==> src/rtl/bmsa_pkg.sv <==
`default_nettype none
// ----------------------------------------------------------------------------
// bmsa_pkg: shared types and constants of the binned mean/sigma accumulator
// Transaction formats, mode and status codes, and the request format of the
// iterative divide/square-root unit.
// ----------------------------------------------------------------------------
package bmsa_pkg;

    localparam int NUM_BINS   = 64;
    localparam int BIN_AW     = (NUM_BINS > 1) ? $clog2(NUM_BINS) : 1;
    localparam int SUM_W      = 40;
    localparam int SQ_W       = 55;
    localparam int CNT_W      = 24;
    localparam int RES_W      = 24;
    localparam int ENTRY_W    = SUM_W + SQ_W + CNT_W;
    localparam int DIV_W      = 70;
    localparam int SQRT_W     = 64;
    localparam int SQRT_STEPS = 32;
    localparam int STEP_CW    = 7;

    typedef logic [1:0] t_mode;
    localparam t_mode MODE_CLEAR  = 2'd0;
    localparam t_mode MODE_ADD    = 2'd1;
    localparam t_mode MODE_REMOVE = 2'd2;
    localparam t_mode MODE_QUERY  = 2'd3;

    typedef logic [2:0] t_status;
    localparam t_status ST_OK        = 3'd0;
    localparam t_status ST_BAD_BIN   = 3'd1;
    localparam t_status ST_EMPTY     = 3'd2;
    localparam t_status ST_UNDERFLOW = 3'd3;
    localparam t_status ST_OVERFLOW  = 3'd4;

    typedef struct packed {
        t_mode              mode;
        logic [7:0]         bin;
        logic signed [15:0] sample;
    } t_in;

    typedef struct packed {
        t_status                  status;
        logic signed [RES_W-1:0]  mean;
        logic [RES_W-1:0]         sigma;
        logic [RES_W-1:0]         std_error;
        logic [CNT_W-1:0]         sample_count;
    } t_out;

    typedef struct packed {
        logic signed [SUM_W-1:0] sum;
        logic [SQ_W-1:0]         sq;
        logic [CNT_W-1:0]        cnt;
    } t_entry;

    typedef enum logic {
        OP_DIV  = 1'b0,
        OP_SQRT = 1'b1
    } t_mop;

    typedef struct packed {
        logic             start;
        t_mop             op;
        logic [DIV_W-1:0] dividend;
        logic [CNT_W-1:0] divisor;
    } t_mreq;

    typedef struct packed {
        logic             done;
        logic [DIV_W-1:0] quo;
    } t_mrsp;

endpackage
`default_nettype wire

==> src/rtl/bmsa_mathu.sv <==
`default_nettype none
// ----------------------------------------------------------------------------
// bmsa_mathu: iterative divide and square-root unit
// Restoring division, one quotient bit per cycle, and digit-by-digit integer
// square root, one root bit per cycle.
// ----------------------------------------------------------------------------
module bmsa_mathu (
    input  wire logic            i_clk,
    input  wire logic            i_rst_n,
    input  wire bmsa_pkg::t_mreq i_req,
    output bmsa_pkg::t_mrsp      o_rsp
);
    import bmsa_pkg::*;

    logic               r_busy;
    logic               r_done;
    t_mop               r_op;
    logic [STEP_CW-1:0] r_cnt;
    logic [DIV_W-1:0]   r_src;
    logic [35:0]        r_rem;
    logic [DIV_W-1:0]   r_quo;
    logic [CNT_W-1:0]   r_dvs;

    logic [CNT_W:0] d_sh;
    logic           d_ge;
    logic [CNT_W:0] d_rem;
    logic [35:0]    s_sh;
    logic [35:0]    s_trial;
    logic           s_ge;
    logic           last;

    always_comb begin
        d_sh    = {r_rem[CNT_W-1:0], r_src[DIV_W-1]};
        d_ge    = d_sh >= {1'b0, r_dvs};
        d_rem   = d_ge ? (d_sh - {1'b0, r_dvs}) : d_sh;
        s_sh    = {r_rem[33:0], r_src[SQRT_W-1:SQRT_W-2]};
        s_trial = {2'b00, r_quo[31:0], 2'b01};
        s_ge    = s_sh >= s_trial;
        last    = (r_op == OP_DIV) ? (r_cnt == STEP_CW'(DIV_W - 1))
                                   : (r_cnt == STEP_CW'(SQRT_STEPS - 1));
    end

    always_ff @(posedge i_clk) begin
        if (!i_rst_n) begin
            r_busy <= 1'b0;
            r_done <= 1'b0;
        end else begin
            r_done <= 1'b0;
            if (i_req.start) begin
                r_busy <= 1'b1;
            end else if (r_busy && last) begin
                r_busy <= 1'b0;
                r_done <= 1'b1;
            end
        end
    end

    always_ff @(posedge i_clk) begin
        if (i_req.start) begin
            r_op  <= i_req.op;
            r_cnt <= '0;
            r_src <= i_req.dividend;
            r_rem <= '0;
            r_quo <= '0;
            r_dvs <= i_req.divisor;
        end else if (r_busy) begin
            r_cnt <= r_cnt + STEP_CW'(1);
            if (r_op == OP_DIV) begin
                r_rem <= 36'(d_rem);
                r_quo <= {r_quo[DIV_W-2:0], d_ge};
                r_src <= {r_src[DIV_W-2:0], 1'b0};
            end else begin
                r_rem <= s_ge ? (s_sh - s_trial) : s_sh;
                r_quo <= {r_quo[DIV_W-2:0], s_ge};
                r_src <= {r_src[DIV_W-3:0], 2'b00};
            end
        end
    end

    assign o_rsp.done = r_done;
    assign o_rsp.quo  = r_quo;
endmodule
`default_nettype wire

==> config.mk <==
export PLATFORM = sky130hd
export DESIGN_NAME = bmsa_mathu
export DESIGN_NICKNAME = d
export VERILOG_FILES = /design/src/rtl/bmsa_pkg.sv /design/src/rtl/bmsa_mathu.sv
export SDC_FILE = /design/constraint.sdc
export NUM_CORES = 1
export LEC_CHECK = 0
export ABC_AREA = 0
export BUFFER_PORTS_ARGS = -buffer_cell sky130_fd_sc_hd__buf_2
export CORE_AREA = 8 8 152 154
export CTS_CLUSTER_DIAMETER = 50
export DETAILED_ROUTE_END_ITERATION = 8
export DIE_AREA = 0 0 160 162
export GPL_ROUTABILITY_DRIVEN = 0
export PLACE_DENSITY = 0.86
export SLEW_MARGIN = 20
export SYNTH_ARGS = -nofsm -noshare
export SYNTH_HDL_FRONTEND = slang
export SYNTH_SLANG_ARGS = --single-unit
==> constraint.sdc <==
create_clock -name i_clk -period 4.29 [get_ports i_clk]
set_input_delay 0 -clock i_clk [delete_from_list [all_inputs] [get_ports i_clk]]
set_output_delay 0 -clock i_clk [all_outputs]
set_load 0.01 [all_outputs]
==> results.json <==
{
  "netlist-cell-type-count": 71,
  "type_of_origin_of_the_critical_path": "flip-flop",
  "first_global_vias": 10475,
  "die_area_sq_mm": 0.0259,
  "upper_clock_frequency_limit_ghz": 0.304,
  "drive_gt1_frac": 0.152,
  "first_iter_violations": 766,
  "final_util": 0.720,
  "num_antenna_cells": 0,
  "final-setup-viol-count": 0,
  "pin_slew_with_the_least_headroom_to_its_limit_ps": 963,
  "totalWireLength_mm": 33.1,
  "synth.top_cell.area_share": 0.235,
  "postSynthNetCount": 1460,
  "power.static_leakage_nw": 6.61,
  "overflow": 0,
  "timing.setup.critical_path_class": "reg -> reg",
  "detailed_place.area_sq_mm": 0.0131,
  "power.density_mw_per_mm2": 731,
  "mappedNetlistArea_sq_mm": 0.0121,
  "critical_path_peak_fanout": 31,
  "critical_path_arrival_ps": 3720,
  "final.hold.worst_slack_ps": -25.2,
  "clkLatencyLatePin_ps": 520,
  "grtUsageTotal": 0.246,
  "die_w_um": 160,
  "synth-seq-cells": 208,
  "grt_setup_unrepaired": "no",
  "clk_root_buffer_cell": "sky130_fd_sc_hd__clkbuf_16",
  "cts_made_buffers": 25,
  "clock_sinks": 208,
  "cts_hold_repair.buffers": 96,
  "cts.reportedPaths.clkPinSlew_ps": 70,
  "floorplan.rows": 53,
  "detailed_place_hpwl_mm": 20.4,
  "slew_viol_final": 0,
  "failed_checks": "negative hold slack",
  "core_area_sq_mm": 0.0207,
  "seq_area_frac_synth": 0.422,
  "synthesis.yosys.warnings": 0,
  "final_total_power_mw": 10.9,
  "number_of_hold_slack_violations_in_the_final_timing_report": 13,
  "post_drt_wl_per_cell_um": 18.1,
  "num_io_pins": 169,
  "port_buffers": 168,
  "initial_utilization": 0.586,
  "grt_start_max_net_pins": 147,
  "fin_nets": 1693,
  "synthFlopType": "sky130_fd_sc_hd__dfxtp_1",
  "post_cts_repair_timing_setup_buffer_count": 0,
  "detail_route.drc_violations": 0,
  "grt_pass1_wl_mm": 53.2,
  "post_synth_main_area_contributors": "sky130_fd_sc_hd__edfxtp_1 24%, sky130_fd_sc_hd__dfxtp_1 19%, sky130_fd_sc_hd__mux2i_1 13%, sky130_fd_sc_hd__ha_1 6.1%, sky130_fd_sc_hd__o21ai_0 4.8%",
  "fin_worst_skew_ps": 14.3,
  "timing.critical_path.required_ps": 4720,
  "layout.cells.most_common": "sky130_fd_sc_hd__buf_2",
  "route.detailed.vias_per_inst": 5.91,
  "yosys.area.top_type": "sky130_fd_sc_hd__edfxtp_1",
  "cts_resized": 0,
  "tritoncts_clock_tree": "yes",
  "hold_start": "i_req[95]",
  "areaGrowthSynthToFinish_pct": 22.8,
  "worstSetupStartpoint": "r_dvs[1]",
  "syn_area_per_cell_sq_um": 9.32,
  "slew_headroom": 0.358,
  "timing.hold.worst.class": "in -> reg",
  "max-cap-violations": 0,
  "firstDrtPassIters": 5,
  "final.period_utilization": 0.767,
  "die_height_um": 162,
  "status": "finished with violations",
  "regToRegStartpoint": "r_dvs[1]",
  "setup-tns-final_ps": 0,
  "h-tree-depth": 1,
  "synth-edff-count": 95,
  "synthCells": 1302,
  "commonest_cells_after_routing_fill_and_taps_aside": "167 x sky130_fd_sc_hd__buf_2, 156 x sky130_fd_sc_hd__mux2i_1, 136 x sky130_fd_sc_hd__nand2_1",
  "end_kind": "flip-flop",
  "peakVddDrop_uv": 1160,
  "finalCriticalPeriod_ps": 3290,
  "layout.cell_area.non_filler_sq_mm": 0.0149,
  "final_antenna_net_count": 0,
  "antenna_found_initial": 0,
  "dr_total_vias": 10805,
  "synthArstFlopShare": 0,
  "clock_path_buffers": 3
}
cell families after synthesis:
family                     synth area share
buffers and inverters                0.0491
muxes                                 0.129
xor gates and xnor gates             0.0339
AOI/OAI and AO/OA                     0.170
adders and majority gates            0.0625
and+or+nand+nor                       0.134
DFF                                   0.422
per-layer routing:
| metal | wire length (um) | part of all wire | track usage | vias up |
|---|---|---|---|---|
| met3 | 2880 | 0.087 | 0.0615 | 79 |
| met2 | 16500 | 0.50 | 0.439 | 503 |
| li1 | - | - | - | 5170 |
| met5 | 0 | 0 | 0 | - |
| met1 | 12900 | 0.39 | 0.286 | 5053 |
| met4 | 829 | 0.025 | 0.0709 | 0 |
cell usage after synthesis (all sizes together) (11+ instances only):
cell type and n:
nand2 137, inv 79, nor2 124, dfxtp 113, a21oi 63, edfxtp 95
nor3 24, mux2i 156, a21o 19, nand3 13, o21ai 120, clkbuf 42
buf 24, xor2 18, xnor2 29, nand2b 11, ha 59, o211ai 15
registers in the layout, summed over array words and instances (netlist names):
signal	cells
r_busy	1
r_quo	70
r_dvs	24
r_done	1
r_cnt	7
r_rem	34
r_src	70
r_op	1
final cells by class:
| type | instances | area (sq um) |
|---|---|---|
| fill | 1511 | 5790 |
| multi-input combinational | 949 | 6420 |
| clock inverter | 17 | 159 |
| sequential | 208 | 5120 |
| tap | 275 | 344 |
| timing repair buffer | 272 | 1900 |
| inverter | 79 | 297 |
| clock buffer | 29 | 662 |
power breakdown:
part	total, mW	internal [mW]	leakage, nW	switching (mW)
clock network	2.10	1.20	0.398	0.900
logic	6.22	2.73	4.33	3.49
registers	2.57	2.33	1.88	0.244
path summary, 6_finish.rpt:
path | end | slack [ps] | cells past startpoint
setup / recovery | r_rem[1] | 1000 | 12
hold / removal | r_quo[27] | -30 | 2
hold reg to reg | r_quo[69] | 500 | 2
setup reg to reg | r_rem[1] | 1000 | 12
through the flow:
step                      cells  setup WS (ps)
after global routing       1829            787
after CTS                  1829           1030
after detailed placement   1687           1040
final                      1829           1000
after floorplan            1302           1380
after global placement     1687           1140
critical path, cell delays in order, from the launching register on:
cell                       delay (ps)
sky130_fd_sc_hd__edfxtp_1         430
sky130_fd_sc_hd__inv_1             80
sky130_fd_sc_hd__ha_1             230
sky130_fd_sc_hd__nor2b_1          150
sky130_fd_sc_hd__o31a_1           290
sky130_fd_sc_hd__o311a_1          380
sky130_fd_sc_hd__nor3_2           260
sky130_fd_sc_hd__o31ai_1          150
sky130_fd_sc_hd__a21boi_2         420
sky130_fd_sc_hd__buf_12           240
sky130_fd_sc_hd__mux2i_1          220
sky130_fd_sc_hd__nand2_1           80
sky130_fd_sc_hd__a311oi_1         260
No activity file was read; power rests on OpenSTA's default activity.
