[src/rtl/bmsa_ram.sv]
`default_nettype none
// ----------------------------------------------------------------------------
// bmsa_ram: generic simple dual-port RAM
// One write port and one read port with registered read data.
// ----------------------------------------------------------------------------
module bmsa_ram #(
    parameter int W = 8,
    parameter int D = 16
) (
    input  wire logic                                i_clk,
    input  wire logic                                i_we,
    input  wire logic [((D > 1) ? $clog2(D) : 1)-1:0] i_waddr,
    input  wire logic [W-1:0]                        i_wdata,
    input  wire logic [((D > 1) ? $clog2(D) : 1)-1:0] i_raddr,
    output logic      [W-1:0]                        o_rdata
);
    logic [W-1:0] r_mem [D];

    always_ff @(posedge i_clk) begin
        if (i_we) begin
            r_mem[i_waddr] <= i_wdata;
        end
        o_rdata <= r_mem[i_raddr];
    end
endmodule
`default_nettype wire

[config.mk]
export PLATFORM = sky130hd
export DESIGN_NAME = bmsa_ram
export DESIGN_NICKNAME = d
export VERILOG_FILES = /design/src/rtl/bmsa_ram.sv
export SDC_FILE = /design/constraint.sdc
export NUM_CORES = 1
export LEC_CHECK = 0
export BUFFER_PORTS_ARGS = -buffer_cell sky130_fd_sc_hd__buf_2
export CAP_MARGIN = 0
export CELL_PAD_IN_SITES_DETAIL_PLACEMENT = 0
export CELL_PAD_IN_SITES_GLOBAL_PLACEMENT = 2
export CORE_UTILIZATION = 48
export DETAILED_ROUTE_END_ITERATION = 8
export PLACE_DENSITY = 0.81
export SYNTH_ARGS = -nofsm -noshare
export SYNTH_HDL_FRONTEND = slang
export SYNTH_SLANG_ARGS = --single-unit
[constraint.sdc]
create_clock -name i_clk -period 2.01 [get_ports i_clk]
set_clock_uncertainty 0.05 [all_clocks]
set_input_delay 0.201 -clock i_clk [delete_from_list [all_inputs] [get_ports i_clk]]
set_output_delay 0.201 -clock i_clk [all_outputs]
set_load 0.02 [all_outputs]
==> metrics.yaml, run 1 <==
placed_cells: 403
drt-total-wl_mm: 9.44
power.density_mw_per_mm2: 1060
worstHoldEndpoint: "r_mem[8][1]"
wire_per_inst_um: 21.5
yosys.area.top_type_share_pct: 74.7
ant_nets: 0
hold_start: "i_wdata[1]"
clk_root_buffer_cell: "clkbuf_8"
rsz0062_at_grt: "no"
crit_chain: "mux4_1, a22oi_1, nand2_1"
hold_class: "input port to register"
drive_gt1_share_pct: 30.5
power.switching_mw: 1.25
r2r_slack_ns: 0.46
layout_setup_ws_ns: 0.465
clk_pin_slew_ns: 0.06
clk_path_buf_depth: 2
synth_top_cell_by_area: "edfxtp_1"
worstSetupEndpointType: "register"
core_sq_mm: 0.0104
start_util_pct: 49.6
path_max_fanout: 1
track_usage_pct: 19.1
p_sw_share_pct: 19.1
num_rows: 37
drc: 0
seqPwrFrac_pct: 48.8
post_cts_buffers: 0
io-pin-count: 26
die-area_sq_mm: 0.0111
worstReg2RegEnd: "o_rdata[0]"
synth_area_per_cell_sq_um: 22.5
yosysWarnings: 0
worstSetupStartpointType: "register"
crit_arrival_ns: 1.88
drtPass1Iterations: 4
finalSetupTns_ns: 0
synth_cells: 229
whs_path_depth: 1
htree_levels: 4
final_cells: 438
final_nets: 307
num_antenna_cells: 0
die_h_um: 106
synthTopCellsByArea: "edfxtp_1, mux4_2, mux4_1"
clock-sinks: 136
crit_required_ns: 2.35
place_ws_ns: 0.290
nFillCells: 750
clk_latency_ns: 0.51
r2r_start: "r_mem[0][0]"
cts_buffers: 17
final_common_cell: "edfxtp_1"
crit_type: "register to register"
slowest_delay_ns: 0.53
antenna_found_initial: 0
drt-initial-drc-count: 198
grt_max_degree: 19
grt-ovfl-total: 0
finalMaxSlewViolations: 0
pwr-share-comb_pct: 4.9
gp_congestion: 0.707
max_cap_violations: 0
ys_seq_area_share_pct: 77.8
synth.net_count: 247
crit_slowest_cell: "mux4_1"
min_period_over_period_pct: 76.9
grt_pass1_wl_mm: 14.6
grt_pass1_vias: 2483
ys_types: 19
setup_viol_count_final: 0
ir_drop_mv: 0.435
post-dp-hpwl_mm: 5.98
worst_slew_pin_slew_ns: 0.414
cts_tree: "built"
vias: 2409
syn_area_sq_mm: 0.00515
vias_per_cell: 5.50
outcome: "complete, no violations"
port_buffers: 25
final_cell_mix: "edfxtp_1, buf_2, buf_4, mux4_2"
period_needed_ns: 1.55
max_freq_mhz: 647
clkPwrFrac_pct: 46.3
ys_ff_latch: 136
ff2ff_path_depth: 3
leakagePower_nw: 2.13
hold_viol: 0
p_int_mw: 5.29
syn_to_final_growth_pct: 20.0
die_w_um: 106
worst_slew_margin_rel_pct: 72.4
logic make-up (layout without fill, tap and decap cells):
kind of cell	after synthesis	count (layout)	synth area share [%]
AND/OR/NAND/NOR	35	35	3.18
AO/OA/AOI/OAI	16	16	2.33
flip-flops	136	136	77.8
buffers and inverters	10	83	1.68
multiplexers	32	32	15.0
sequential cells by signal, indices dropped and copies added, names as in the netlist:
signal,count
o_rdata,8
r_mem,128
layer usage:
| metal | part of all wire (%) | track usage [%] | wire, um |
|---|---|---|---|
| met4 | 1.6 | 8.04 | 150 |
| met3 | 5.2 | 5.94 | 495 |
| met5 | 0 | 0 | 0 |
| met1 | 43 | 25.2 | 4030 |
| met2 | 50 | 29.6 | 4760 |
cells in the mapped netlist:
| cell type | number |
|---|---|
| nor2b_1 | 1 |
| nand3_1 | 1 |
| buf_4 | 1 |
| and2_1 | 1 |
| nor2_1 | 13 |
| a22oi_1 | 16 |
| nand2b_1 | 2 |
| nand2_1 | 9 |
| dfxtp_1 | 8 |
| buf_2 | 3 |
| clkdlybuf4s25_2 | 3 |
| mux4_1 | 14 |
| nor3_1 | 4 |
| nand3b_1 | 2 |
| edfxtp_1 | 128 |
| mux4_2 | 18 |
| buf_6 | 3 |
| or3b_2 | 1 |
| and2b_1 | 1 |
power by group through the flow:
stage	clock [mW]	combinational, mW	sequential (mW)
final	3.03	0.322	3.19
after global routing	3.21	0.349	3.19
after CTS	3.08	0.329	3.19
after detailed placement	0	0.324	3.25
after global placement	0	0.318	3.25
after floorplan	0	0.161	3.27
critical path: cells and delay by family, from the launching register on:
family | cells | cell delay (ns)
compound gates | 1 | 0.36
flops | 1 | 0.38
mux | 1 | 0.53
simple gates | 1 | 0.10
final cells by class:
| class | instances | area (sq um) | area share [%] |
|---|---|---|---|
| flip-flops and latches | 136 | 4000 | 64.8 |
| multi-input cells | 83 | 1060 | 17.1 |
| clock inverters | 13 | 159 | 2.57 |
| clock buffers | 19 | 422 | 6.83 |
| well taps | 136 | 170 | 2.75 |
| repair buffers | 51 | 365 | 5.91 |
how the worst max path moves through the flow:
stage	start	end	cells past startpoint	slack, ns
final	r_mem[0][0]	o_rdata[0]	3	0.46
after floorplan	i_waddr[2]	r_mem[0][0]	2	0.27
after detailed placement	i_raddr[0]	o_rdata[3]	5	0.29
after global placement	i_raddr[0]	o_rdata[3]	5	0.29
after global routing	r_mem[0][0]	o_rdata[0]	3	0.50
after CTS	r_mem[0][0]	o_rdata[0]	3	0.49
what timing repair did:
action | CTS | global route
resized for setup | 0 | 0
endpoints found under the hold margin | 35 | 0
endpoints found under the setup margin | 0 | 0
hold buffers | 3 | 0
metrics by stage:
step	power [mW]	util [%]	area (sq um)	hold WS, ns
2_1_floorplan	3.43	-	5150	0.250
3_3_place_gp	3.57	53.7	5570	0.538
3_5_place_dp	3.57	53.7	5570	0.542
4_1_cts	6.60	59.6	6180	0.00992
5_1_grt	6.75	59.6	6180	0.0174
6_report	6.54	59.6	6180	0.0298
No activity file was read; power rests on OpenSTA's default activity.
==> run 2, diff against run 1 <==
--- a/config.mk
+++ b/config.mk
@@ -9,9 +9,9 @@
 export CAP_MARGIN = 0
 export CELL_PAD_IN_SITES_DETAIL_PLACEMENT = 0
 export CELL_PAD_IN_SITES_GLOBAL_PLACEMENT = 2
-export CORE_UTILIZATION = 48
+export CORE_UTILIZATION = 43
 export DETAILED_ROUTE_END_ITERATION = 8
-export PLACE_DENSITY = 0.81
+export PLACE_DENSITY = 0.77
 export SYNTH_ARGS = -nofsm -noshare
 export SYNTH_HDL_FRONTEND = slang
 export SYNTH_SLANG_ARGS = --single-unit
==> constraint.sdc (replaced) <==
create_clock -name i_clk -period 1.2 [get_ports i_clk]
set_clock_uncertainty 0.05 [all_clocks]
set_input_delay 0.12 -clock i_clk [delete_from_list [all_inputs] [get_ports i_clk]]
set_output_delay 0.12 -clock i_clk [all_outputs]
set_load 0.02 [all_outputs]
==> metrics.yaml, run 2 (same netlist as run 1, synthesis figures left out) <==
violations: "design-rule violations, negative setup slack"
power.density_mw_per_mm2: 1740  # +65%
final_cell_mix: "edfxtp_1, mux4_2, buf_2, buf_4, clkbuf_16"
max_freq_mhz: 758  # +17%
path_max_fanout: 1  # unchanged
cts_tree: "built"
p_sw_share_pct: 19.3  # +0.18 points
clk_path_buf_depth: 2  # unchanged
crit_chain: "mux4_2, a22oi_2, nand2_1"
clk_pin_slew_ns: 0.05  # about the same
drtPass1Iterations: 6  # +2
num_antenna_cells: 0  # unchanged
drc: 8  # +8
slowest_delay_ns: 0.49  # -0.04 ns
die_w_um: 111  # +5.5%
postLayoutCellArea_sq_mm: 0.00629  # +1.8%
io-pin-count: 26  # unchanged
worst_slew_margin_rel_pct: 43.7  # -29 points
worstSetupStartpointType: "register"
hold_viol: 0  # unchanged
num_rows: 39  # +5.4%
crit_slowest_cell: "mux4_2"
hold_class: "input port to register"
top_register: "r_mem"
post-dp-hpwl_mm: 5.83  # -2.4%
cp_top_family: "multiplexers"
worstSetupEndpointType: "register"
max_cap_violations: 0  # unchanged
setup_viol_count_final: 8  # +8
r2r_start: "r_mem[3][2]"
wire_per_inst_um: 20.6  # -4.5%
vias: 2397  # -0.50%
final_nets: 312  # +1.6%
period_needed_ns: 1.32  # -0.226 ns
critPathLaunch: "r_mem[3][2]"
hold_start: "i_wdata[4]"
drt-initial-drc-count: 220  # +11%
ir_drop_mv: 1.02  # +130%
drive_gt1_share_pct: 41.0  # +11 points
grt_max_degree: 21  # +2
clk_root_buffer_cell: "clkbuf_16"
crit_required_ns: 1.44  # -0.91 ns
core_sq_mm: 0.0116  # +12%
antenna_found_initial: 0  # unchanged
post_cts_buffers: 0  # unchanged
placed_area_sq_mm: 0.00569  # +2.3%
die-area_sq_mm: 0.0124  # +11%
min_period_over_period_pct: 110  # +33 points
post-route-util_pct: 54.4  # -5.2 points
syn_to_final_growth_pct: 22.2
htree_levels: 4  # unchanged
die_h_um: 111  # +5.5%
nFillCells: 871  # +16%
grt_pass1_wl_mm: 14.2  # -2.3%
top_regs: "r_mem (128), o_rdata (8)"
crit_type: "register to register"
leakagePower_nw: 2.12  # -0.48%
ant_nets: 0  # unchanged
largest_reg_flops: 128  # unchanged
port_buffers: 25  # unchanged
cts_buffers: 17  # unchanged
power_mw: 11.0  # +68%
vias_per_cell: 5.33  # -3.2%
clock-sinks: 136  # unchanged
clk_latency_ns: 0.41  # -0.10 ns
grt-ovfl-total: 0  # unchanged
worst_slew_pin_slew_ns: 0.842  # +0.428 ns
gp_congestion: 0.715  # +1.1%
finalMaxSlewViolations: 0  # unchanged
seqPwrFrac_pct: 48.8  # about the same
start_util_pct: 44.5  # -5.1 points
outcome: "complete, but fails checks"
r2r_slack_ns: -0.12  # -0.58 ns
track_usage_pct: 16.4  # -2.7 points
grt_pass1_vias: 2492  # +0.36%
crit_arrival_ns: 1.55  # -0.33 ns
p_int_mw: 8.85  # +67%
power.switching_mw: 2.11  # +69%
cp_num_buf_inv: 0  # unchanged
drt-total-wl_mm: 9.26  # -1.9%
clkPwrFrac_pct: 45.9  # -0.4 points
final_common_cell: "edfxtp_1"
pwr-share-comb_pct: 5.3  # +0.4 points
rsz0062_at_grt: "yes"
layout_setup_ws_ns: -0.119  # -0.584 ns
[run 2: cell count changes in the layout (fill, tap and decap cells not counted), sizes merged]
cell and change:
clkinvlp +3, clkbuf +6, dlygate4sd3 -3, buf +8, clkinv -7, bufinv -2
[run 2: cell type report]
type | count | area (sq um) | area share (%)
well taps | 143 | 179 | 2.85
clock buffers | 25 | 495 | 7.88
repair buffers | 56 | 458 | 7.28
clock inverters | 7 | 92.6 | 1.47
flip-flops and latches | 136 | 4000 | 63.7
multi-input cells | 83 | 1060 | 16.9
[run 2: worst reg2reg max path, cell delays in order (launching register included)]
cell and delay [ns]:
edfxtp_1 0.35, mux4_2 0.49, a22oi_2 0.21, nand2_1 0.09
[run 2: metal layers]
metal	GRT usage (%)	vias up	part of all wire, %
met1	21.3	1227	44
met4	7.84	0	1.2
met2	26.1	72	50
met3	4.14	11	5.4
met5	0	-	0
li1	-	1087	-
[run 2: repair_timing]
item,in CTS,in global routing
hold buffers,0,0
endpoints found under the setup margin,8,8
pin swaps,2,1
cloned,0,0
gates resized for setup,5,0
[run 2: final timing paths]
| path | endpoint | depth (start not counted) |
|---|---|---|
| setup / recovery | o_rdata[2] | 3 |
| hold / removal | r_mem[13][4] | 1 |
| setup reg to reg | o_rdata[2] | 3 |
| hold reg to reg | o_rdata[7] | 3 |
[run 2: through the flow]
stage	hold WS (ns)	cells	setup WS (ns)	setup TNS, ns
3_5_place_dp	0.465	418	-0.374	-12.50
5_1_grt	0.0486	450	-0.183	-1.04
2_1_floorplan	0.169	229	-0.0730	-0.850
3_3_place_gp	0.455	418	-0.387	-11.73
4_1_cts	0.0336	450	-0.112	-0.748
6_report	0.0391	450	-0.119	-0.645
[run 2: power by group through the flow]
stage          sequential (mW)  clock, mW  combinational (mW)
6_report                  5.35       5.03               0.584
5_1_grt                   5.35       5.33               0.630
4_1_cts                   5.35       5.10               0.596
3_5_place_dp              5.44          0               0.586
3_3_place_gp              5.44          0               0.577
2_1_floorplan             5.47          0               0.297
==> run 3, diff against run 2 <==
--- a/config.mk
+++ b/config.mk
@@ -9,9 +9,10 @@
 export CAP_MARGIN = 0
 export CELL_PAD_IN_SITES_DETAIL_PLACEMENT = 0
 export CELL_PAD_IN_SITES_GLOBAL_PLACEMENT = 2
-export CORE_UTILIZATION = 43
+export CORE_UTILIZATION = 45
+export CTS_BUF_LIST = sky130_fd_sc_hd__clkbuf_2 sky130_fd_sc_hd__clkbuf_4 sky130_fd_sc_hd__clkbuf_8
 export DETAILED_ROUTE_END_ITERATION = 8
-export PLACE_DENSITY = 0.77
+export PLACE_DENSITY = 0.8
 export SYNTH_ARGS = -nofsm -noshare
 export SYNTH_HDL_FRONTEND = slang
 export SYNTH_SLANG_ARGS = --single-unit
==> metrics.yaml, run 3 (same netlist as run 1, synthesis figures left out) <==
outcome: "complete, but fails checks"
violations: "negative setup slack"
finalMaxSlewViolations: 0  # unchanged
path_max_fanout: 1  # unchanged
num_antenna_cells: 0  # unchanged
clock-sinks: 136  # unchanged
hold_class: "input port to register"
crit_required_ns: 1.46  # +0.02 ns
worstSetupStartpointType: "register"
top_regs: "r_mem (128), o_rdata (8)"
setup_viol_count_final: 8  # unchanged
drive_gt1_share_pct: 42.8  # +1.7 points
core_sq_mm: 0.0110  # -5.0%
drc: 0  # -8
worst_slew_pin_slew_ns: 0.905  # +0.0631 ns
cts_buffers: 17  # unchanged
final_nets: 309  # -0.96%
power.density_mw_per_mm2: 1550  # -11%
final_common_cell: "edfxtp_1"
port_buffers: 25  # unchanged
min_period_over_period_pct: 116  # +6.2 points
period_needed_ns: 1.39  # +0.0748 ns
grt_pass1_vias: 2600  # +4.3%
drtPass1Iterations: 5  # -1
nFillCells: 815  # -6.4%
rsz0062_at_grt: "yes"
multi_input_area_sq_mm: 0.00108  # +1.9%
ant_nets: 0  # unchanged
die_h_um: 109  # -2.2%
power_mw: 9.42  # -14%
grt_max_degree: 21  # unchanged
cts_hold_buf: 0  # unchanged
io-pin-count: 26  # unchanged
clk_path_buf_depth: 2  # unchanged
cts_tree: "built"
htree_levels: 4  # unchanged
clk_latency_ns: 0.43  # +0.02 ns
num_rows: 38  # -2.6%
layout_setup_ws_ns: -0.194  # -0.0748 ns
finalSetupTns_ns: -0.832  # -0.187 ns
syn_to_final_growth_pct: 18.0
final_cell_mix: "edfxtp_1, mux4_2, buf_2, buf_4, clkbuf_8"
crit_arrival_ns: 1.65  # +0.10 ns
leakagePower_nw: 2.03  # -4.3%
top_register: "r_mem"
die_w_um: 109  # -2.2%
hold_viol: 0  # unchanged
gp_congestion: 0.709  # -0.81%
final_cells: 444  # -1.3%
clk_root_buffer_cell: "clkbuf_8"
drt-total-wl_mm: 9.52  # +2.8%
die-area_sq_mm: 0.0119  # -4.4%
track_usage_pct: 18.4  # +2.1 points
wire_per_inst_um: 21.4  # +4.2%
drt-initial-drc-count: 115  # -48%
placed_cells: 412  # -1.4%
holdWs_ns: 0.0268  # -0.0123 ns
post_cts_buffers: 0  # unchanged
vias_per_cell: 5.43  # +2.0%
antenna_found_initial: 0  # unchanged
worstSetupEndpointType: "register"
start_util_pct: 46.9  # +2.4 points
max_cap_violations: 0  # unchanged
clk_pin_slew_ns: 0.07  # +0.02 ns
r2r_slack_ns: -0.19  # -0.07 ns
place_ws_ns: -0.450  # -0.0758 ns
worst_slew_margin_rel_pct: 39.5  # -4.2 points
max_freq_mhz: 717  # -5.4%
post-dp-hpwl_mm: 6.26  # +7.4%
largest_reg_flops: 128  # unchanged
grt-ovfl-total: 0  # unchanged
ir_drop_mv: 0.756  # -26%
grt_pass1_wl_mm: 14.7  # +3.2%
vias: 2413  # +0.67%
register_area_sq_mm: 0.00400  # unchanged
crit_type: "register to register"
## run 3: cell types whose count changed in the layout (fill, tap and decap cells not counted), sizes merged
| cell | change |
|---|---|
| clkbuf | -4 |
| clkinvlp | -2 |
| buf | -3 |
| clkinv | +6 |
## run 3: critical path, stage by stage, from the launching register on
cell and delay [ns]:
edfxtp_1 0.38, mux4_2 0.53, a22oi_2 0.23, nand2_1 0.09
## run 3: what timing repair did
item                       4_1_cts  5_1_grt
resized for setup                8        3
setup endpoints to repair        8       10
pin swaps                        3        2
## run 3: where the power goes
part | internal [mW] | switching (mW) | total (mW) | leakage, nW
Sequential | 5.31 | 0.0343 | 5.34 | 1.22
Combinational | 0.266 | 0.334 | 0.599 | 0.603
Clock | 1.93 | 1.55 | 3.48 | 0.201
Total | 7.51 | 1.92 | 9.42 | 2.03
## run 3: final timing paths
check | depth (start not counted) | endpoint | from
worst max-delay path | 3 | o_rdata[5] | r_mem[3][5]
worst max register to register | 3 | o_rdata[5] | r_mem[3][5]
worst min register to register | 3 | o_rdata[0] | r_mem[11][0]
worst min-delay path | 1 | r_mem[13][3] | i_wdata[3]
## run 3: layout make-up
cell class	count	area share [%]
flip-flops and latches	136	65.9
multi-input cells	83	17.8
repair buffers	53	7.25
clock buffers	21	4.45
well taps	140	2.88
clock inverters	11	1.75
## run 3: stage by stage
stage,utilization (%),area [sq um]
after CTS,55.2,6070
after floorplan,-,5180
after global routing,55.3,6080
final,55.3,6080
after detailed placement,51.6,5670
after global placement,51.6,5670
## run 3: routing by layer
layer | GRT usage, % | wire [um]
met5 | 0 | 0
met4 | 7.14 | 152
met3 | 5.08 | 465
met2 | 29.6 | 4910
met1 | 24.0 | 3980
